$ cat config.mk
export PLATFORM = sky130hd
export DESIGN_NAME = gear_shift_sequencer_flat
export DESIGN_NICKNAME = d
export VERILOG_FILES = /design/src/sv/gss_pkg.sv /design/src/sv/gss_if.sv /design/src/sv/gss_core.sv /design/src/sv/gear_shift_sequencer.sv /design/src/flat_wrapper.sv
export SDC_FILE = /design/constraint.sdc
export NUM_CORES = 1
export LEC_CHECK = 0
export BUFFER_PORTS_ARGS = -buffer_cell sky130_fd_sc_hd__buf_2
export CAP_MARGIN = 30
export CORE_MARGIN = 8
export CORE_UTILIZATION = 61
export CTS_BUF_LIST = sky130_fd_sc_hd__clkbuf_16
export CTS_CLUSTER_DIAMETER = 200
export DETAILED_ROUTE_END_ITERATION = 16
export PLACE_DENSITY = 0.85
export SYNTH_ARGS = -nofsm -noshare
export SYNTH_HDL_FRONTEND = slang
export SYNTH_SLANG_ARGS = --single-unit
$ cat constraint.sdc
create_clock -name clk -period 6.4 [get_ports clk]
set_clock_uncertainty 0.1 [all_clocks]
set_input_delay 0.32 -clock clk [delete_from_list [all_inputs] [get_ports clk]]
set_output_delay 0.32 -clock clk [all_outputs]
set_load 0.05 [all_outputs]
$ cat src/sv/gss_pkg.sv
// ----------------------------------------------------------------------------
// Gear shift sequencer package
// Shared codes, register indexes and bundle types of the sequencer.
// ----------------------------------------------------------------------------
package gss_pkg;

	// Width of each delay register and of the tick countdown.
	localparam int DelayWidth = 16;

	// Width of the configuration bus.
	localparam int DataWidth = 32;

	// Configuration address width: five registers at byte offsets 0 to 16.
	localparam int AddrWidth = 5;

	// Reset value of every delay register.
	localparam logic [DelayWidth-1:0] DelayReset = 16'd1000;

	// Request codes carried in the func field.
	typedef enum logic [1:0] {
		FUNC_TICK    = 2'd0,
		FUNC_UP      = 2'd1,
		FUNC_DOWN    = 2'd2,
		FUNC_NEUTRAL = 2'd3
	} func_t;

	// Register indexes, taken from paddr[4:2].
	typedef enum logic [2:0] {
		REG_CUT_DELAY     = 3'd0,
		REG_UP_DELAY      = 3'd1,
		REG_DOWN_DELAY    = 3'd2,
		REG_NEUTRAL_FIRST = 3'd3,
		REG_NEUTRAL_SECND = 3'd4
	} reg_idx_t;

	// Gear numbers that allow a neutral request.
	localparam logic [3:0] GearFirst  = 4'd1;
	localparam logic [3:0] GearSecond = 4'd2;

	// Delay settings handed to the sequencing core.
	typedef struct packed {
		logic [DelayWidth-1:0] cut_delay;
		logic [DelayWidth-1:0] up_delay;
		logic [DelayWidth-1:0] down_delay;
		logic [DelayWidth-1:0] neutral_from_first_delay;
		logic [DelayWidth-1:0] neutral_from_second_delay;
	} cfg_t;

	// One result transaction.
	typedef struct packed {
		logic cut_active;
		logic up_active;
		logic down_active;
		logic busy_out;
		logic accepted;
		logic finished;
	} result_t;

endpackage

$ cat src/sv/gss_if.sv
// ----------------------------------------------------------------------------
// Gear shift sequencer channels
// Valid/ready interfaces for request transactions and result transactions.
// ----------------------------------------------------------------------------

// Request channel: func code and present gear.
interface gss_in_if;
	logic       valid;
	logic       ready;
	logic [1:0] func;
	logic [3:0] current_gear_in;

	modport source (output valid, output func, output current_gear_in, input ready);
	modport sink (input valid, input func, input current_gear_in, output ready);
endinterface

// Result channel: actuator lines and status flags.
interface gss_out_if;
	logic valid;
	logic ready;
	logic cut_active;
	logic up_active;
	logic down_active;
	logic busy_out;
	logic accepted;
	logic finished;

	modport source (
		output valid, output cut_active, output up_active, output down_active,
		output busy_out, output accepted, output finished, input ready
	);
	modport sink (
		input valid, input cut_active, input up_active, input down_active,
		input busy_out, input accepted, input finished, output ready
	);
endinterface

$ cat src/sv/gss_core.sv
// ----------------------------------------------------------------------------
// Gear shift sequencing core
// Holds the shift phase and tick countdown and works out one result per step.
// ----------------------------------------------------------------------------
module gss_core (
	input  logic                          clk,
	input  logic                          arst_n,
	input  logic                          step,
	input  logic [1:0]                    func,
	input  logic [3:0]                    current_gear_in,
	input  gss_pkg::cfg_t                 cfg,
	output gss_pkg::result_t              result
);

	typedef enum logic [2:0] {
		PH_IDLE  = 3'd0,
		PH_CUT   = 3'd1,
		PH_UP    = 3'd2,
		PH_DOWN  = 3'd3,
		PH_NUP   = 3'd4,
		PH_NDOWN = 3'd5
	} phase_t;

	phase_t                           phase_q;
	phase_t                           phase_d;
	logic [gss_pkg::DelayWidth-1:0]   remaining_q;
	logic [gss_pkg::DelayWidth-1:0]   remaining_d;
	logic                             acc;
	logic                             fin;

	// Next phase and countdown for the transaction at hand.
	always_comb begin
		phase_d     = phase_q;
		remaining_d = remaining_q;
		acc         = 1'b0;
		fin         = 1'b0;
		if (func == gss_pkg::FUNC_TICK) begin
			if (phase_q != PH_IDLE) begin
				if (remaining_q > gss_pkg::DelayWidth'(1)) begin
					remaining_d = remaining_q - gss_pkg::DelayWidth'(1);
				end else if (phase_q == PH_CUT) begin
					phase_d     = PH_UP;
					remaining_d = cfg.up_delay;
				end else begin
					phase_d     = PH_IDLE;
					remaining_d = '0;
					fin         = 1'b1;
				end
			end
		end else if (phase_q == PH_IDLE) begin
			// Requests start a sequence only from idle.
			case (func)
				gss_pkg::FUNC_UP: begin
					phase_d     = PH_CUT;
					remaining_d = cfg.cut_delay;
					acc         = 1'b1;
				end
				gss_pkg::FUNC_DOWN: begin
					phase_d     = PH_DOWN;
					remaining_d = cfg.down_delay;
					acc         = 1'b1;
				end
				default: begin
					if (current_gear_in == gss_pkg::GearFirst) begin
						phase_d     = PH_NUP;
						remaining_d = cfg.neutral_from_first_delay;
						acc         = 1'b1;
					end else if (current_gear_in == gss_pkg::GearSecond) begin
						phase_d     = PH_NDOWN;
						remaining_d = cfg.neutral_from_second_delay;
						acc         = 1'b1;
					end
				end
			endcase
		end
	end

	// Result flags reflect the state after the transaction.
	always_comb begin
		result.cut_active  = (phase_d == PH_CUT);
		result.up_active   = (phase_d == PH_UP) || (phase_d == PH_NUP);
		result.down_active = (phase_d == PH_DOWN) || (phase_d == PH_NDOWN);
		result.busy_out    = (phase_d != PH_IDLE);
		result.accepted    = acc;
		result.finished    = fin;
	end

	// Phase and countdown registers.
	always_ff @(posedge clk or negedge arst_n) begin
		if (!arst_n) begin
			phase_q     <= PH_IDLE;
			remaining_q <= '0;
		end else if (step) begin
			phase_q     <= phase_d;
			remaining_q <= remaining_d;
		end
	end

endmodule

$ cat src/sv/gear_shift_sequencer.sv
// ----------------------------------------------------------------------------
// Gear shift sequencer
// Timed ignition-cut and solenoid sequencing for a gearbox actuator.
// ----------------------------------------------------------------------------
// Usage:
// Request transactions arrive on in_item: func selects a tick, an up-shift,
// a down-shift or a neutral request, and current_gear_in gives the present
// gear for neutral requests. Every request transaction yields exactly one
// result transaction on out_item with the three actuator lines, the busy
// flag and the accepted and finished flags.
// The user must write the delay registers through the APB-style port only
// while no transaction is in flight; the block itself does not enforce this.
// Register i lies at byte address 4*i. A request is held in the input
// register, then the phase logic feeds the result register. One
// transaction is taken every cycle, limited only by the result register.
// Reset clears the phase to idle, the countdown to zero and the delays to
// 1000 ticks. When the receiver stalls, the result register holds, the
// input register fills behind it and in_item.ready then drops until the
// result is taken.
// ----------------------------------------------------------------------------
module gear_shift_sequencer (
	input  logic                            clk,
	input  logic                            arst_n,
	gss_in_if.sink                          in_item,
	gss_out_if.source                       out_item,
	input  logic                            psel,
	input  logic                            penable,
	input  logic                            pwrite,
	input  logic [gss_pkg::AddrWidth-1:0]   paddr,
	input  logic [gss_pkg::DataWidth-1:0]   pwdata,
	output logic [gss_pkg::DataWidth-1:0]   prdata,
	output logic                            pready
);

	gss_pkg::cfg_t      cfg_q;
	gss_pkg::result_t   result;
	gss_pkg::result_t   result_q;
	logic               valid_s1;
	logic [1:0]         func_s1;
	logic [3:0]         gear_s1;
	logic               out_valid_q;
	logic               advance;
	logic               cfg_write;
	logic [2:0]         reg_idx;

	assign pready    = 1'b1;
	assign reg_idx   = paddr[gss_pkg::AddrWidth-1:2];
	assign cfg_write = psel && penable && pwrite && pready;

	// Delay registers.
	always_ff @(posedge clk or negedge arst_n) begin
		if (!arst_n) begin
			cfg_q.cut_delay                 <= gss_pkg::DelayReset;
			cfg_q.up_delay                  <= gss_pkg::DelayReset;
			cfg_q.down_delay                <= gss_pkg::DelayReset;
			cfg_q.neutral_from_first_delay  <= gss_pkg::DelayReset;
			cfg_q.neutral_from_second_delay <= gss_pkg::DelayReset;
		end else if (cfg_write) begin
			unique case (reg_idx)
				gss_pkg::REG_CUT_DELAY:
					cfg_q.cut_delay <= pwdata[gss_pkg::DelayWidth-1:0];
				gss_pkg::REG_UP_DELAY:
					cfg_q.up_delay <= pwdata[gss_pkg::DelayWidth-1:0];
				gss_pkg::REG_DOWN_DELAY:
					cfg_q.down_delay <= pwdata[gss_pkg::DelayWidth-1:0];
				gss_pkg::REG_NEUTRAL_FIRST:
					cfg_q.neutral_from_first_delay <= pwdata[gss_pkg::DelayWidth-1:0];
				gss_pkg::REG_NEUTRAL_SECND:
					cfg_q.neutral_from_second_delay <= pwdata[gss_pkg::DelayWidth-1:0];
				default: begin
				end
			endcase
		end
	end

	// Register read-back; addresses beyond the list read as zero.
	always_comb begin
		unique case (reg_idx)
			gss_pkg::REG_CUT_DELAY:
				prdata = gss_pkg::DataWidth'(cfg_q.cut_delay);
			gss_pkg::REG_UP_DELAY:
				prdata = gss_pkg::DataWidth'(cfg_q.up_delay);
			gss_pkg::REG_DOWN_DELAY:
				prdata = gss_pkg::DataWidth'(cfg_q.down_delay);
			gss_pkg::REG_NEUTRAL_FIRST:
				prdata = gss_pkg::DataWidth'(cfg_q.neutral_from_first_delay);
			gss_pkg::REG_NEUTRAL_SECND:
				prdata = gss_pkg::DataWidth'(cfg_q.neutral_from_second_delay);
			default:
				prdata = '0;
		endcase
	end

	// The input stage moves on when the result register is free or being emptied.
	assign advance       = valid_s1 && (!out_valid_q || out_item.ready);
	assign in_item.ready = !valid_s1 || advance;

	// Input register.
	always_ff @(posedge clk or negedge arst_n) begin
		if (!arst_n) begin
			valid_s1 <= 1'b0;
		end else if (in_item.ready) begin
			valid_s1 <= in_item.valid;
		end
	end

	always_ff @(posedge clk) begin
		if (in_item.valid && in_item.ready) begin
			func_s1 <= in_item.func;
			gear_s1 <= in_item.current_gear_in;
		end
	end

	// Phase logic and countdown.
	gss_core u_core (
		.clk             (clk),
		.arst_n          (arst_n),
		.step            (advance),
		.func            (func_s1),
		.current_gear_in (gear_s1),
		.cfg             (cfg_q),
		.result          (result)
	);

	// Result register.
	always_ff @(posedge clk or negedge arst_n) begin
		if (!arst_n) begin
			out_valid_q <= 1'b0;
		end else if (advance) begin
			out_valid_q <= 1'b1;
		end else if (out_item.ready) begin
			out_valid_q <= 1'b0;
		end
	end

	always_ff @(posedge clk) begin
		if (advance) begin
			result_q <= result;
		end
	end

	assign out_item.valid       = out_valid_q;
	assign out_item.cut_active  = result_q.cut_active;
	assign out_item.up_active   = result_q.up_active;
	assign out_item.down_active = result_q.down_active;
	assign out_item.busy_out    = result_q.busy_out;
	assign out_item.accepted    = result_q.accepted;
	assign out_item.finished    = result_q.finished;

endmodule
$ cat src/flat_wrapper.sv
// flat-port wrapper written by rule: the top's interface ports become plain ports
module gear_shift_sequencer_flat 
  (clk, arst_n, psel, penable, pwrite, paddr, pwdata, prdata, pready, in_item_valid, in_item_func, in_item_current_gear_in, in_item_ready, out_item_valid, out_item_cut_active, out_item_up_active, out_item_down_active, out_item_busy_out, out_item_accepted, out_item_finished, out_item_ready);
  gss_in_if in_item_i ();
  gss_out_if out_item_i ();
  input  logic clk;
  input  logic arst_n;
  input  logic psel;
  input  logic penable;
  input  logic pwrite;
  input  logic [gss_pkg::AddrWidth-1:0] paddr;
  input  logic [gss_pkg::DataWidth-1:0] pwdata;
  output logic [gss_pkg::DataWidth-1:0] prdata;
  output logic pready;
  input wire logic [$bits(in_item_i.valid)-1:0] in_item_valid;
  input wire logic [$bits(in_item_i.func)-1:0] in_item_func;
  input wire logic [$bits(in_item_i.current_gear_in)-1:0] in_item_current_gear_in;
  output wire logic [$bits(in_item_i.ready)-1:0] in_item_ready;
  output wire logic [$bits(out_item_i.valid)-1:0] out_item_valid;
  output wire logic [$bits(out_item_i.cut_active)-1:0] out_item_cut_active;
  output wire logic [$bits(out_item_i.up_active)-1:0] out_item_up_active;
  output wire logic [$bits(out_item_i.down_active)-1:0] out_item_down_active;
  output wire logic [$bits(out_item_i.busy_out)-1:0] out_item_busy_out;
  output wire logic [$bits(out_item_i.accepted)-1:0] out_item_accepted;
  output wire logic [$bits(out_item_i.finished)-1:0] out_item_finished;
  input wire logic [$bits(out_item_i.ready)-1:0] out_item_ready;
  assign in_item_i.valid = in_item_valid;
  assign in_item_i.func = in_item_func;
  assign in_item_i.current_gear_in = in_item_current_gear_in;
  assign in_item_ready = in_item_i.ready;
  assign out_item_valid = out_item_i.valid;
  assign out_item_cut_active = out_item_i.cut_active;
  assign out_item_up_active = out_item_i.up_active;
  assign out_item_down_active = out_item_i.down_active;
  assign out_item_busy_out = out_item_i.busy_out;
  assign out_item_accepted = out_item_i.accepted;
  assign out_item_finished = out_item_i.finished;
  assign out_item_i.ready = out_item_ready;
  gear_shift_sequencer u_core (.clk(clk), .arst_n(arst_n), .in_item(in_item_i), .out_item(out_item_i), .psel(psel), .penable(penable), .pwrite(pwrite), .paddr(paddr), .pwdata(pwdata), .prdata(prdata), .pready(pready));
endmodule
# ---- After elaboration in Yosys (flattened, before gate mapping)
# Cells that the tools add are included.
dict set report totals {
  n_memories 0
  ff_bits 113
  out_inout_bits 41
  mem_bits_ro 0
  latchBits 0
  wordCells 87
  ram_bits 0
  in_bits 50
}
dict set report op_classes {
  n_shift 0
  reduce_logical 27
  n_addsub 1
  n_lt_le_gt_ge 1
  n_div 0
  multipliers 0
  n_mux 23
  n_eq_ne 15
  bitwise_logic 3
}
# op n
set ops {}
lappend ops {{$mux 16} 7}
lappend ops {{$pmux 16 s5} 1}
lappend ops {{$pmux 16 s2} 1}
lappend ops {{$mux 3} 6}
lappend ops {{$gt 16x1->1 const B} 1}
lappend ops {{$sub 16x1->16 const B} 1}
lappend ops {{$eq 3x2->1 const B} 4}
lappend ops {{$reduce_and 2->1} 5}
lappend ops {{$eq 3x1->1 const B} 3}
lappend ops {{$eq 3x3->1 const B} 3}
lappend ops {{$logic_not 3->1} 2}
lappend ops {{$mux 1} 6}
lappend ops {{$pmux 3 s2} 1}
lappend ops {{$reduce_bool 3->1} 2}
lappend ops {{$reduce_bool 5->1} 1}
lappend ops {{$eq 4x1->1 const B} 1}
lappend ops {{$eq 4x2->1 const B} 1}
lappend ops {{$logic_and 1x1->1} 4}
lappend ops {{$logic_or 1x1->1} 4}
lappend ops {{$reduce_and 4->1} 1}
lappend ops {{$reduce_bool 2->1} 2}
lappend ops {{$reduce_or 2->1} 2}
lappend ops {{$not 1->1} 3}
lappend ops {{$reduce_or 3->1} 1}
lappend ops {{other kinds (6)} 7}

# ---- Longest topological paths before layout
# Gate-level depths: netlist (run 1).
dict set report depth {
  ltp_word 8
  depth_mapped 9
  mapped_depth_nobuf 7
}

# ---- Modules after synthesis
# Synthesis (run 1) repeated with hierarchy kept, for this count alone.
dict set report unflattened {
  cells_unflattened 559
  area_unflattened_um2 6496.2
}
# module instances cells_each seq_area_each_um2 area_per_inst_um2
set modules_own_cells {}
lappend modules_own_cells {gear_shift_sequencer 1 295 2449.8 4329.2}
lappend modules_own_cells {gss_core 1 264 475.5 2167.1}

# ---- Worst setup path before layout (run 1)
# No wires, ideal clock.
dict set report synth_path {
  path_type {input to output}
  from {input paddr[2] in the netlist's numbering}
  to {output prdata[10] in the netlist's numbering}
  arrival_ns 2.233
  t_required_ns 5.980
  path_stages 6
  path_slack_ns 3.747
  path_buffers 3
  path_cell_list {clkbuf_1 -> buf_1 -> nor2b_1 -> clkbuf_1 -> a22oi_1 -> o22ai_1}
}
dict set report synth_between {
  elab_chain_len 2
  word_cells_on_any_way 6
  classes_between {eq/ne: 4; mux: 1; reduce/logical: 1}
}
# element line
set synth_lines {}
lappend synth_lines {{start, declared} flat_wrapper.sv:11} ;# input logic [gss_pkg::AddrWidth-1:0] paddr;
lappend synth_lines {{$eq 3x3->1 (tied with other cells)} gear_shift_sequencer.sv:78} ;# unique case (reg_idx)
lappend synth_lines {{$pmux 16 s5 (*)} gear_shift_sequencer.sv:78}
lappend synth_lines {{end, declared} flat_wrapper.sv:13} ;# output logic [gss_pkg::DataWidth-1:0] prdata;
# Mark *: on every way between the ends. The rest lies on a longest branch, timed or not.

# ---- Worst setup path after layout (run 1)
dict set report layout_path {
  from {register u_core.func_s1[1]}
  to {register u_core.u_core.remaining_q[9] in the netlist's numbering}
}
dict set report layout_between {
  elab_chain_len 4
  word_cells_on_any_way 10
  classes_between {eq/ne: 3; mux: 3; reduce/logical: 4}
}
# element line
set layout_lines {}
lappend layout_lines {{start, declared} gear_shift_sequencer.sv:39} ;# logic [1:0] func_s1;
lappend layout_lines {{start signal, assigned} gear_shift_sequencer.sv:109} ;# func_s1 <= in_item.func;
lappend layout_lines {{$eq 2x2->1 or $eq 2x1->1 (tied branches)} gss_core.sv:52} ;# case (func)
lappend layout_lines {{$pmux 16 s2} gss_core.sv:52}
lappend layout_lines {{$mux 16} gss_core.sv:50} ;# end else if (phase_q == PH_IDLE) begin
lappend layout_lines {{$mux 16} gss_core.sv:37} ;# if (func == gss_pkg::FUNC_TICK) begin
lappend layout_lines {{end signal, assigned} gss_core.sv:95} ;# remaining_q <= remaining_d;
lappend layout_lines {{end, declared} gss_core.sv:26} ;# logic [gss_pkg::DelayWidth-1:0] remaining_q;
# Parallel ways exist; a longest one is shown, timed or not. The select of a mux whose other input is x is not followed.
# A chain may end at the register's enable or synchronous reset.

==> results of run 1 <==
[worst paths after layout]
kind / startpoint / to / slack, ns / cells after the start
max in group asynchronous: arst_n / u_core.cfg_q[65]$_DFFE_PN0P_ / 4.68 / 3
worst min-delay path: in_item_valid / u_core.valid_s1$_DFFE_PN0N_ / 0.005 / 2
worst max-delay path: u_core.func_s1[1]$_DFFE_PP_ / u_core.u_core.remaining_q[9]$_DFFE_PN0P_ / 3.43 / 8
worst max register to register: u_core.func_s1[1]$_DFFE_PP_ / u_core.u_core.remaining_q[9]$_DFFE_PN0P_ / 3.43 / 8
worst min register to register: u_core.valid_s1$_DFFE_PN0N_ / u_core.out_item.valid$_DFFE_PN0P_ / 0.40 / 1
min in group asynchronous: arst_n / u_core.cfg_q[26]$_DFFE_PN0P_ / 0.31 / 2
[metal layers]
layer	global-route usage	vias up	wire length (um)
met2	0.396	288	8350
li1	-	2153	-
met4	0.109	0	400
met3	0.0604	40	1320
met1	0.291	2540	6610
met5	0	-	0
[area by class of cell]
| class | instances | share of cell area |
|---|---|---|
| clock inverters | 12 | 0.0102 |
| inverters | 6 | 0.00310 |
| clock buffers | 20 | 0.0689 |
| well taps | 136 | 0.0234 |
| repair buffers | 72 | 0.0587 |
| flip-flops and latches | 113 | 0.403 |
| multi-input cells | 387 | 0.433 |
[what timing repair did]
action	in CTS	in global routing
resized for setup	0	0
endpoints found under the setup margin	0	0
setup buffers	0	0
hold buffers	7	0
hold endpoints to repair	38	0
[synth_stat cells, drive strengths merged, types with 13 or more instances]
master / n / area [sq um]
clkbuf: 24 / 93.8
nor2: 21 / 86.3
buf: 34 / 238
dfrtp: 71 / 1780
mux2: 96 / 1080
a31oi: 13 / 81.3
o22ai: 17 / 113
o21ai: 14 / 70.1
mux2i: 27 / 270
a221oi: 16 / 140
dfstp: 30 / 788
nand2: 19 / 71.3
a22oi: 31 / 233
[state kept, by name, summed over array words and instances, names as in the netlist]
name and count:
u_core.u_core.phase_q 3, u_core.out_item.down_active 1, u_core.out_item.finished 1, u_core.out_item.accepted 1
u_core.out_item.cut_active 1, u_core.out_item.valid 1, u_core.out_item.busy_out 1, u_core.valid_s1 1
u_core.func_s1 2, u_core.cfg_q 80, u_core.gear_s1 4, u_core.u_core.remaining_q 16
u_core.out_item.up_active 1
[where the power goes]
part	internal [mW]	leakage, nW	switching (mW)
registers	0.926	1.33	0.201
logic	0.350	1.38	0.521
clock network	0.561	0.293	0.339
total	1.84	3.01	1.06
[metrics by stage]
step	total power [mW]	instance area (sq um)
2_1_floorplan	1.77	6390
3_3_place_gp	1.91	6610
3_5_place_dp	1.96	6620
4_1_cts	2.88	7260
5_1_grt	3.02	7260
6_report	2.90	7260
[cell families (layout without fill, tap and decap cells)]
group | after synthesis | after routing
AOI/OAI and AO/OA | 131 | 131
muxes | 123 | 123
buffers and inverters | 64 | 110
and+or+nand+nor | 98 | 98
DFF | 113 | 113
adders and majority gates | 5 | 5
xor gates and xnor gates | 13 | 13
other | 2 | 17
[critical path, cell delays in order, from the launching register on]
cell and delay, ns:
edfxtp_1 0.36, inv_1 0.07, ha_1 0.83, and2_0 0.65, buf_6 0.25, a221oi_1 0.10
o21ai_0 0.17, mux2i_1 0.15, a31oi_1 0.19
==> summary.md, run 1 <==
| Metric | Value |
|---|---|
| Lkg Pwr | `3.01 nW` |
| Setup TNS | `0 ns` |
| Crit path DAT | `3.19 ns` |
| DIE AREA | `13900 sq um` |
| Final core utilization | `0.713` |
| Cell Count, Final, Fillers Out | `746` |
| Hold WC Path Type | `in -> reg` |
| Hold Slack | `0.00463 ns` |
| Core ar. | `10200 sq um` |
| HPWL Detailed | `10.2 mm` |
| Post-synthesis sequential area ratio | `0.462` |
| Area Overhead vs Synth | `14.6%` |
| Initial Util | `0.622` |
| Post-synth ARST share | `0.894` |
| Fin. max-slew vios | `0` |
| Most used DFF post-synth | `dfrtp_1` |
| Endpoints failing setup | `0` |
| Commonest non-fill, non-tap cell in the layout | `mux2_2` |
| Period utilisation layout | `0.464` |
| Post-Synth XOR/XNOR Area | `0.0180` |
| Clock slew at reported path FFs | `0.06 ns` |
| Main combinational cell family by area after synthesis | `multiplexers` |
| Reg area | `2930 sq um` |
| Worst Max-Slew Pin Slew | `1.14 ns` |
| Pwr Density | `399 nW/um^2` |
| Post-Route WL | `16.7 mm` |
| Adder-Cell Fraction of Synth Area | `0.00987` |
| Clock Sinks | `113` |
| CTS tree | `built` |
| Synth Warn # | `0` |
| Final setup margin | `3.43 ns` |
| FILL cells | `684` |
| Portion of netlist area occupied by mux cells | `0.213` |
| Initial antenna violation count | `0` |
| DR pass1 iterations | `5` |
| Simple-Gate Fraction of Synth Area | `0.0928` |
| Post-synth EDFFs | `12` |
| Multi-input gate area | `3140 sq um` |
| DR vias | `5021` |
| Share of cells above drive strength 1 | `0.359` |
| Max Cap Viol | `0` |
| Initial detailed-routing violation count | `424` |
| Placed cells | `707` |
| GRT Util Overall | `0.240` |
| CTS root buf | `clkbuf_16` |
| Pre-CTS setup slack | `3.57 ns` |
| Vias in the first global route | `5242` |
| GPL Wtd Cong | `0.920` |
| WL/cell | `22.4 um` |
| Clk buf depth | `2` |
| Fmax | `0.337 GHz` |
| Die Wd | `118 um` |
| Final Hold Fails | `0` |
| Relative slew slack | `0.238` |
| Via/cell ratio | `6.73` |
| Post-route minimum period | `2.97 ns` |
| Status | `finished clean` |
| Final nets | `652` |
| Compound-gate portion of the synthesized area | `0.148` |
| N_diodes | `0` |
| Nature of the critical path startpoint | `flip-flop` |
| Syn Std Cell Area | `6340 sq um` |
| RSZ-0062 raised after global routing | `no` |
| # DRC | `0` |
| Gr ovfl total | `0` |
| Crit path kind | `reg -> reg` |
| Antenna-violating nets left | `0` |
| Synth Area per Inst | `11.5 sq um` |
| Worst-Skew Late Latency | `0.41 ns` |
| Num CTS Buffers | `17` |
| VDD IR max | `0.000243 V` |
| # port buffers | `55` |
| Worst setup EP type | `flip-flop` |
| First-pass GRT wire length | `27.2 mm` |
| Worst EP required | `6.62 ns` |
| IO Count | `91` |
| Largest net degree at the start of global routing | `66` |
| Die Y | `118 um` |
| Crit-path max FO | `22` |
| Rows | `37` |
| Syn Inst Count | `549` |
| H-tree levels | `4` |
| FF+latch count, synth | `113` |
| Post-synth cell types | `63` |
| Most frequent cells in the layout | `mux2_2, dfrtp_1, buf_2, a22oi_1, dfstp_2` |
Note: power is estimated with default switching activity, not from simulation.
==> run 2, diff against run 1 <==
--- a/config.mk
+++ b/config.mk
@@ -5,14 +5,15 @@
 export SDC_FILE = /design/constraint.sdc
 export NUM_CORES = 1
 export LEC_CHECK = 0
+export ABC_AREA = 1
 export BUFFER_PORTS_ARGS = -buffer_cell sky130_fd_sc_hd__buf_2
 export CAP_MARGIN = 30
 export CORE_MARGIN = 8
-export CORE_UTILIZATION = 61
+export CORE_UTILIZATION = 58
 export CTS_BUF_LIST = sky130_fd_sc_hd__clkbuf_16
 export CTS_CLUSTER_DIAMETER = 200
 export DETAILED_ROUTE_END_ITERATION = 16
-export PLACE_DENSITY = 0.85
+export PLACE_DENSITY = 0.82
 export SYNTH_ARGS = -nofsm -noshare
 export SYNTH_HDL_FRONTEND = slang
 export SYNTH_SLANG_ARGS = --single-unit
==> constraint.sdc (replaced) <==
create_clock -name clk -period 2.9 [get_ports clk]
set_clock_uncertainty 0.1 [all_clocks]
set_input_delay 0.145 -clock clk [delete_from_list [all_inputs] [get_ports clk]]
set_output_delay 0.145 -clock clk [all_outputs]
set_load 0.05 [all_outputs]
==> summary.md, run 2 <==
| Metric | Value |
|---|---|
| WL/cell | `16.2 um (was 22.4 um)` |
| Setup slack, reg-to-reg | `0.68 ns (was 3.43 ns)` |
| RR Startpoint | `u_core.gear_s1[3]$_DFFE_PP_ (was u_core.func_s1[1]$_DFFE_PP_)` |
| Endpoints failing setup | `0 (unchanged)` |
| HPWL Detailed | `10.8 mm (was 10.2 mm)` |
| Top-count cell post-synth | `nand2_1 (was mux2_2)` |
| Post-Route WL | `17.2 mm (was 16.7 mm)` |
| Hold WC Path Type | `in -> reg (unchanged)` |
| Worst-Skew Late Latency | `0.41 ns (about the same)` |
| Crit path DAT | `2.40 ns (was 3.19 ns)` |
| Lkg Pwr | `3.66 nW (was 3.01 nW)` |
| Worst Max-Slew Pin Slew | `0.894 ns (was 1.14 ns)` |
| Cell Count, Final, Fillers Out | `1066 (was 746)` |
| Crit-path max FO | `20 (was 22)` |
| Worst r2r dst | `u_core.u_core.remaining_q[7]$_DFFE_PN0P_ (was u_core.u_core.remaining_q[9]$_DFFE_PN0P_)` |
| GRT met2 Usage | `0.391 (was 0.396)` |
| Worst Reg-to-Reg Cells | `9 (was 8)` |
| Via/cell ratio | `5.67 (was 6.73)` |
| Nature of the critical path startpoint | `flip-flop (unchanged)` |
| Fmax | `0.451 GHz (was 0.337 GHz)` |
| First-pass GRT wire length | `28.4 mm (was 27.2 mm)` |
| Leading area contributor after synthesis | `dfrtp_1 (unchanged)` |
| Initial detailed-routing violation count | `684 (was 424)` |
| N_diodes | `0 (unchanged)` |
| GPL Wtd Cong | `0.878 (was 0.920)` |
| Most used DFF post-synth | `dfrtp_1 (unchanged)` |
| Die Y | `121 um (was 118 um)` |
| Worst EP required | `3.08 ns (was 6.62 ns)` |
| Final nets | `968 (was 652)` |
| Commonest non-fill, non-tap cell in the layout | `nand2_1 (was mux2_2)` |
| Crit path kind | `reg -> reg (unchanged)` |
| Setup TNS | `0 ns (unchanged)` |
| Post-synthesis sequential area ratio | `0.461 (was 0.462)` |
| Largest Register | `u_core.cfg_q (unchanged)` |
| Period utilisation layout | `0.764 (was 0.464)` |
| Ranking of synthesized cells by area | `dfrtp_1, nand2_1, dfstp_2 (was dfrtp_1, mux2_2, dfstp_2)` |
| Cts repair resizes | `0 (unchanged)` |
| Post-synth ARST share | `0.894 (unchanged)` |
| H-tree levels | `4 (unchanged)` |
| Met1 usage | `0.312 (was 0.291)` |
| DIE AREA | `14600 sq um (was 13900 sq um)` |
| Largest registers | `u_core.cfg_q (80), u_core.u_core.remaining_q (16), u_core.gear_s1 (4) (unchanged)` |
| Initial antenna violation count | `0 (unchanged)` |
| VDD IR max | `0.000460 V (was 0.000243 V)` |
| Placed cells | `1008 (was 707)` |
| Post-synth EDFFs | `12 (unchanged)` |
| Switching fraction of total power | `0.396 (was 0.366)` |
| Syn Std Cell Area | `6350 sq um (was 6340 sq um)` |
| Fin. max-slew vios | `0 (unchanged)` |
| Die Wd | `121 um (was 118 um)` |
| Area post-placement | `6690 sq um (was 6620 sq um)` |
| Post-route minimum period | `2.22 ns (was 2.97 ns)` |
| Fin area | `7510 sq um (was 7260 sq um)` |
| Gr ovfl total | `0 (unchanged)` |
| # port buffers | `55 (unchanged)` |
| Hold_buf cts | `26 (was 7)` |
| RSZ-0062 raised after global routing | `no (unchanged)` |
| Synth top cells by count | `nand2_1, o21ai_0, inv_1, dfrtp_1, nand3_1 (was mux2_2, dfrtp_1, a22oi_1, dfstp_2, mux2i_1)` |
| GRT Util Overall | `0.243 (was 0.240)` |
| Antenna-violating nets left | `0 (unchanged)` |
| IO Count | `91 (unchanged)` |
| DR pass1 iterations | `6 (was 5)` |
| Setup Buffers After CTS | `0 (unchanged)` |
| # DRC | `0 (unchanged)` |
| Most frequent cells in the layout | `nand2_1, o21ai_0, inv_1, dfrtp_1, nand3_1 (was mux2_2, dfrtp_1, buf_2, a22oi_1, dfstp_2)` |
| Vias in the first global route | `5815 (was 5242)` |
| Synth Warn # | `0 (unchanged)` |
| Rows | `38 (was 37)` |
| Design internal power | `3.88 mW (was 1.84 mW)` |
| Share of cells above drive strength 1 | `0.168 (was 0.359)` |
| Final Hold Fails | `0 (unchanged)` |
| Hold Path Origin | `pwdata[5] (was in_item_valid)` |
| Syn Inst Count | `837 (was 549)` |
| Clk buf depth | `2 (unchanged)` |
| Most common cell on crit path | `nand2_1` |
| Post-synth cell types | `36 (was 63)` |
| Grt met3 use | `0.0522 (was 0.0604)` |
| Flop pwr share | `0.370 (was 0.389)` |
| Largest register FFs | `80 (unchanged)` |
| Final core utilization | `0.699 (was 0.713)` |
| Clock slew at reported path FFs | `0.06 ns (about the same)` |
| Clock Sinks | `113 (unchanged)` |
| Worst hold path depth | `3 (was 2)` |
| DR vias | `6039 (was 5021)` |
| CTS tree | `built (unchanged)` |
| Comb power frac | `0.325 (was 0.300)` |
| Switch Pwr | `2.54 mW (was 1.06 mW)` |
| GRT busiest layer | `met2 (unchanged)` |
| Worst setup EP type | `flip-flop (unchanged)` |
| Clk network pwr share | `0.306 (was 0.311)` |
| CTS root buf | `clkbuf_16 (unchanged)` |
| Num CTS Buffers | `17 (unchanged)` |
| Yosys top cell area share | `0.280 (about the same)` |
| Largest net degree at the start of global routing | `52 (was 66)` |
| FF+latch count, synth | `113 (unchanged)` |
| Relative slew slack | `0.402 (was 0.238)` |
| WHS Endpoint | `u_core.cfg_q[53]$_DFFE_PN1P_ (was u_core.valid_s1$_DFFE_PN0N_)` |
| CP Cell Sequence | `nor2_1, nand2_1, buf_4, o21ai_0, o21ai_0, nand2_1, inv_1, nand2_1, o21ai_1 (was inv_1, ha_1, and2_0, buf_6, a221oi_1, o21ai_0, mux2i_1, a31oi_1)` |
| Synth Area per Inst | `7.59 sq um (was 11.5 sq um)` |
| Core ar. | `10700 sq um (was 10200 sq um)` |
| Status | `finished clean (unchanged)` |
| Max Cap Viol | `0 (unchanged)` |
| Area Overhead vs Synth | `18.2% (was 14.6%)` |
| Pwr Density | `856 nW/um^2 (was 399 nW/um^2)` |
| Initial Util | `0.591 (was 0.622)` |
| Slowest-stage cell, CP | `edfxtp_1 (was ha_1)` |
| Largest stage delay, worst path | `0.39 ns (was 0.83 ns)` |
==> run 2: layer usage <==
layer | up-vias | part of all wire
met3 | 39 | 0.092
met5 | - | 0
met1 | 2783 | 0.42
met4 | 0 | 0.020
li1 | 2863 | -
met2 | 354 | 0.47
==> run 2: cell type report <==
type	count	area (sq um)
fill	829	3240
sequential	113	2930
multi-input combinational	584	2800
timing repair buffer	98	678
clock buffer	17	425
inverter	99	372
tap	140	175
clock inverter	15	135
==> run 2: per-stage QoR <==
step	hold slack, ns	total power, mW	setup slack [ns]
after floorplan	-0.251	3.93	1.02
after global placement	0.116	4.34	0.839
after detailed placement	0.113	4.39	0.759
after CTS	0.00827	6.40	0.759
after global routing	0.0151	6.81	0.567
final	0.0208	6.43	0.683
==> run 2: worst max-delay path, delay by kind of cell (launching register included) <==
kind                   cells  cell delay [ns]
DFF                        1             0.39
buffers and inverters      2             0.40
AOI/OAI and AO/OA          3             0.44
and+or+nand+nor            4             0.76
==> run 2: cell families after synthesis <==
| kind of cell | count (synthesis) | share of synthesized area |
|---|---|---|
| and+or+nand+nor | 395 | 0.273 |
| AOI/OAI and AO/OA | 160 | 0.138 |
| buffers and inverters | 155 | 0.108 |
| DFF | 113 | 0.461 |
| xor gates and xnor gates | 7 | 0.00966 |
| adders and majority gates | 5 | 0.00985 |
| other | 2 | 0.00118 |
==> run 2: how the worst max path moves through the flow <==
stage                                                           end  slack, ns                                      from  depth (start not counted)
after global placement        u_core.out_item.down_active$_DFFE_PP_       0.84  u_core.u_core.remaining_q[0]$_DFFE_PN0P_                         11
final                      u_core.u_core.remaining_q[7]$_DFFE_PN0P_       0.68               u_core.gear_s1[3]$_DFFE_PP_                          9
after detailed placement      u_core.out_item.down_active$_DFFE_PP_       0.76  u_core.u_core.remaining_q[0]$_DFFE_PN0P_                         11
after CTS                     u_core.out_item.down_active$_DFFE_PP_       0.76  u_core.u_core.remaining_q[0]$_DFFE_PN0P_                         11
after global routing      u_core.u_core.remaining_q[15]$_DFFE_PN0P_       0.57               u_core.gear_s1[3]$_DFFE_PP_                          8
after floorplan                         u_core.func_s1[0]$_DFFE_PP_       1.02         u_core.out_item.valid$_DFFE_PN0P_                          3
==> run 2: power groups by stage <==
stage	clock [mW]	combinational, mW	sequential (mW)
2_1_floorplan	0	1.54	2.39
5_1_grt	2.05	2.33	2.42
4_1_cts	1.97	2.07	2.36
6_report	1.96	2.09	2.37
3_5_place_dp	0	2.02	2.38
3_3_place_gp	0	1.97	2.37
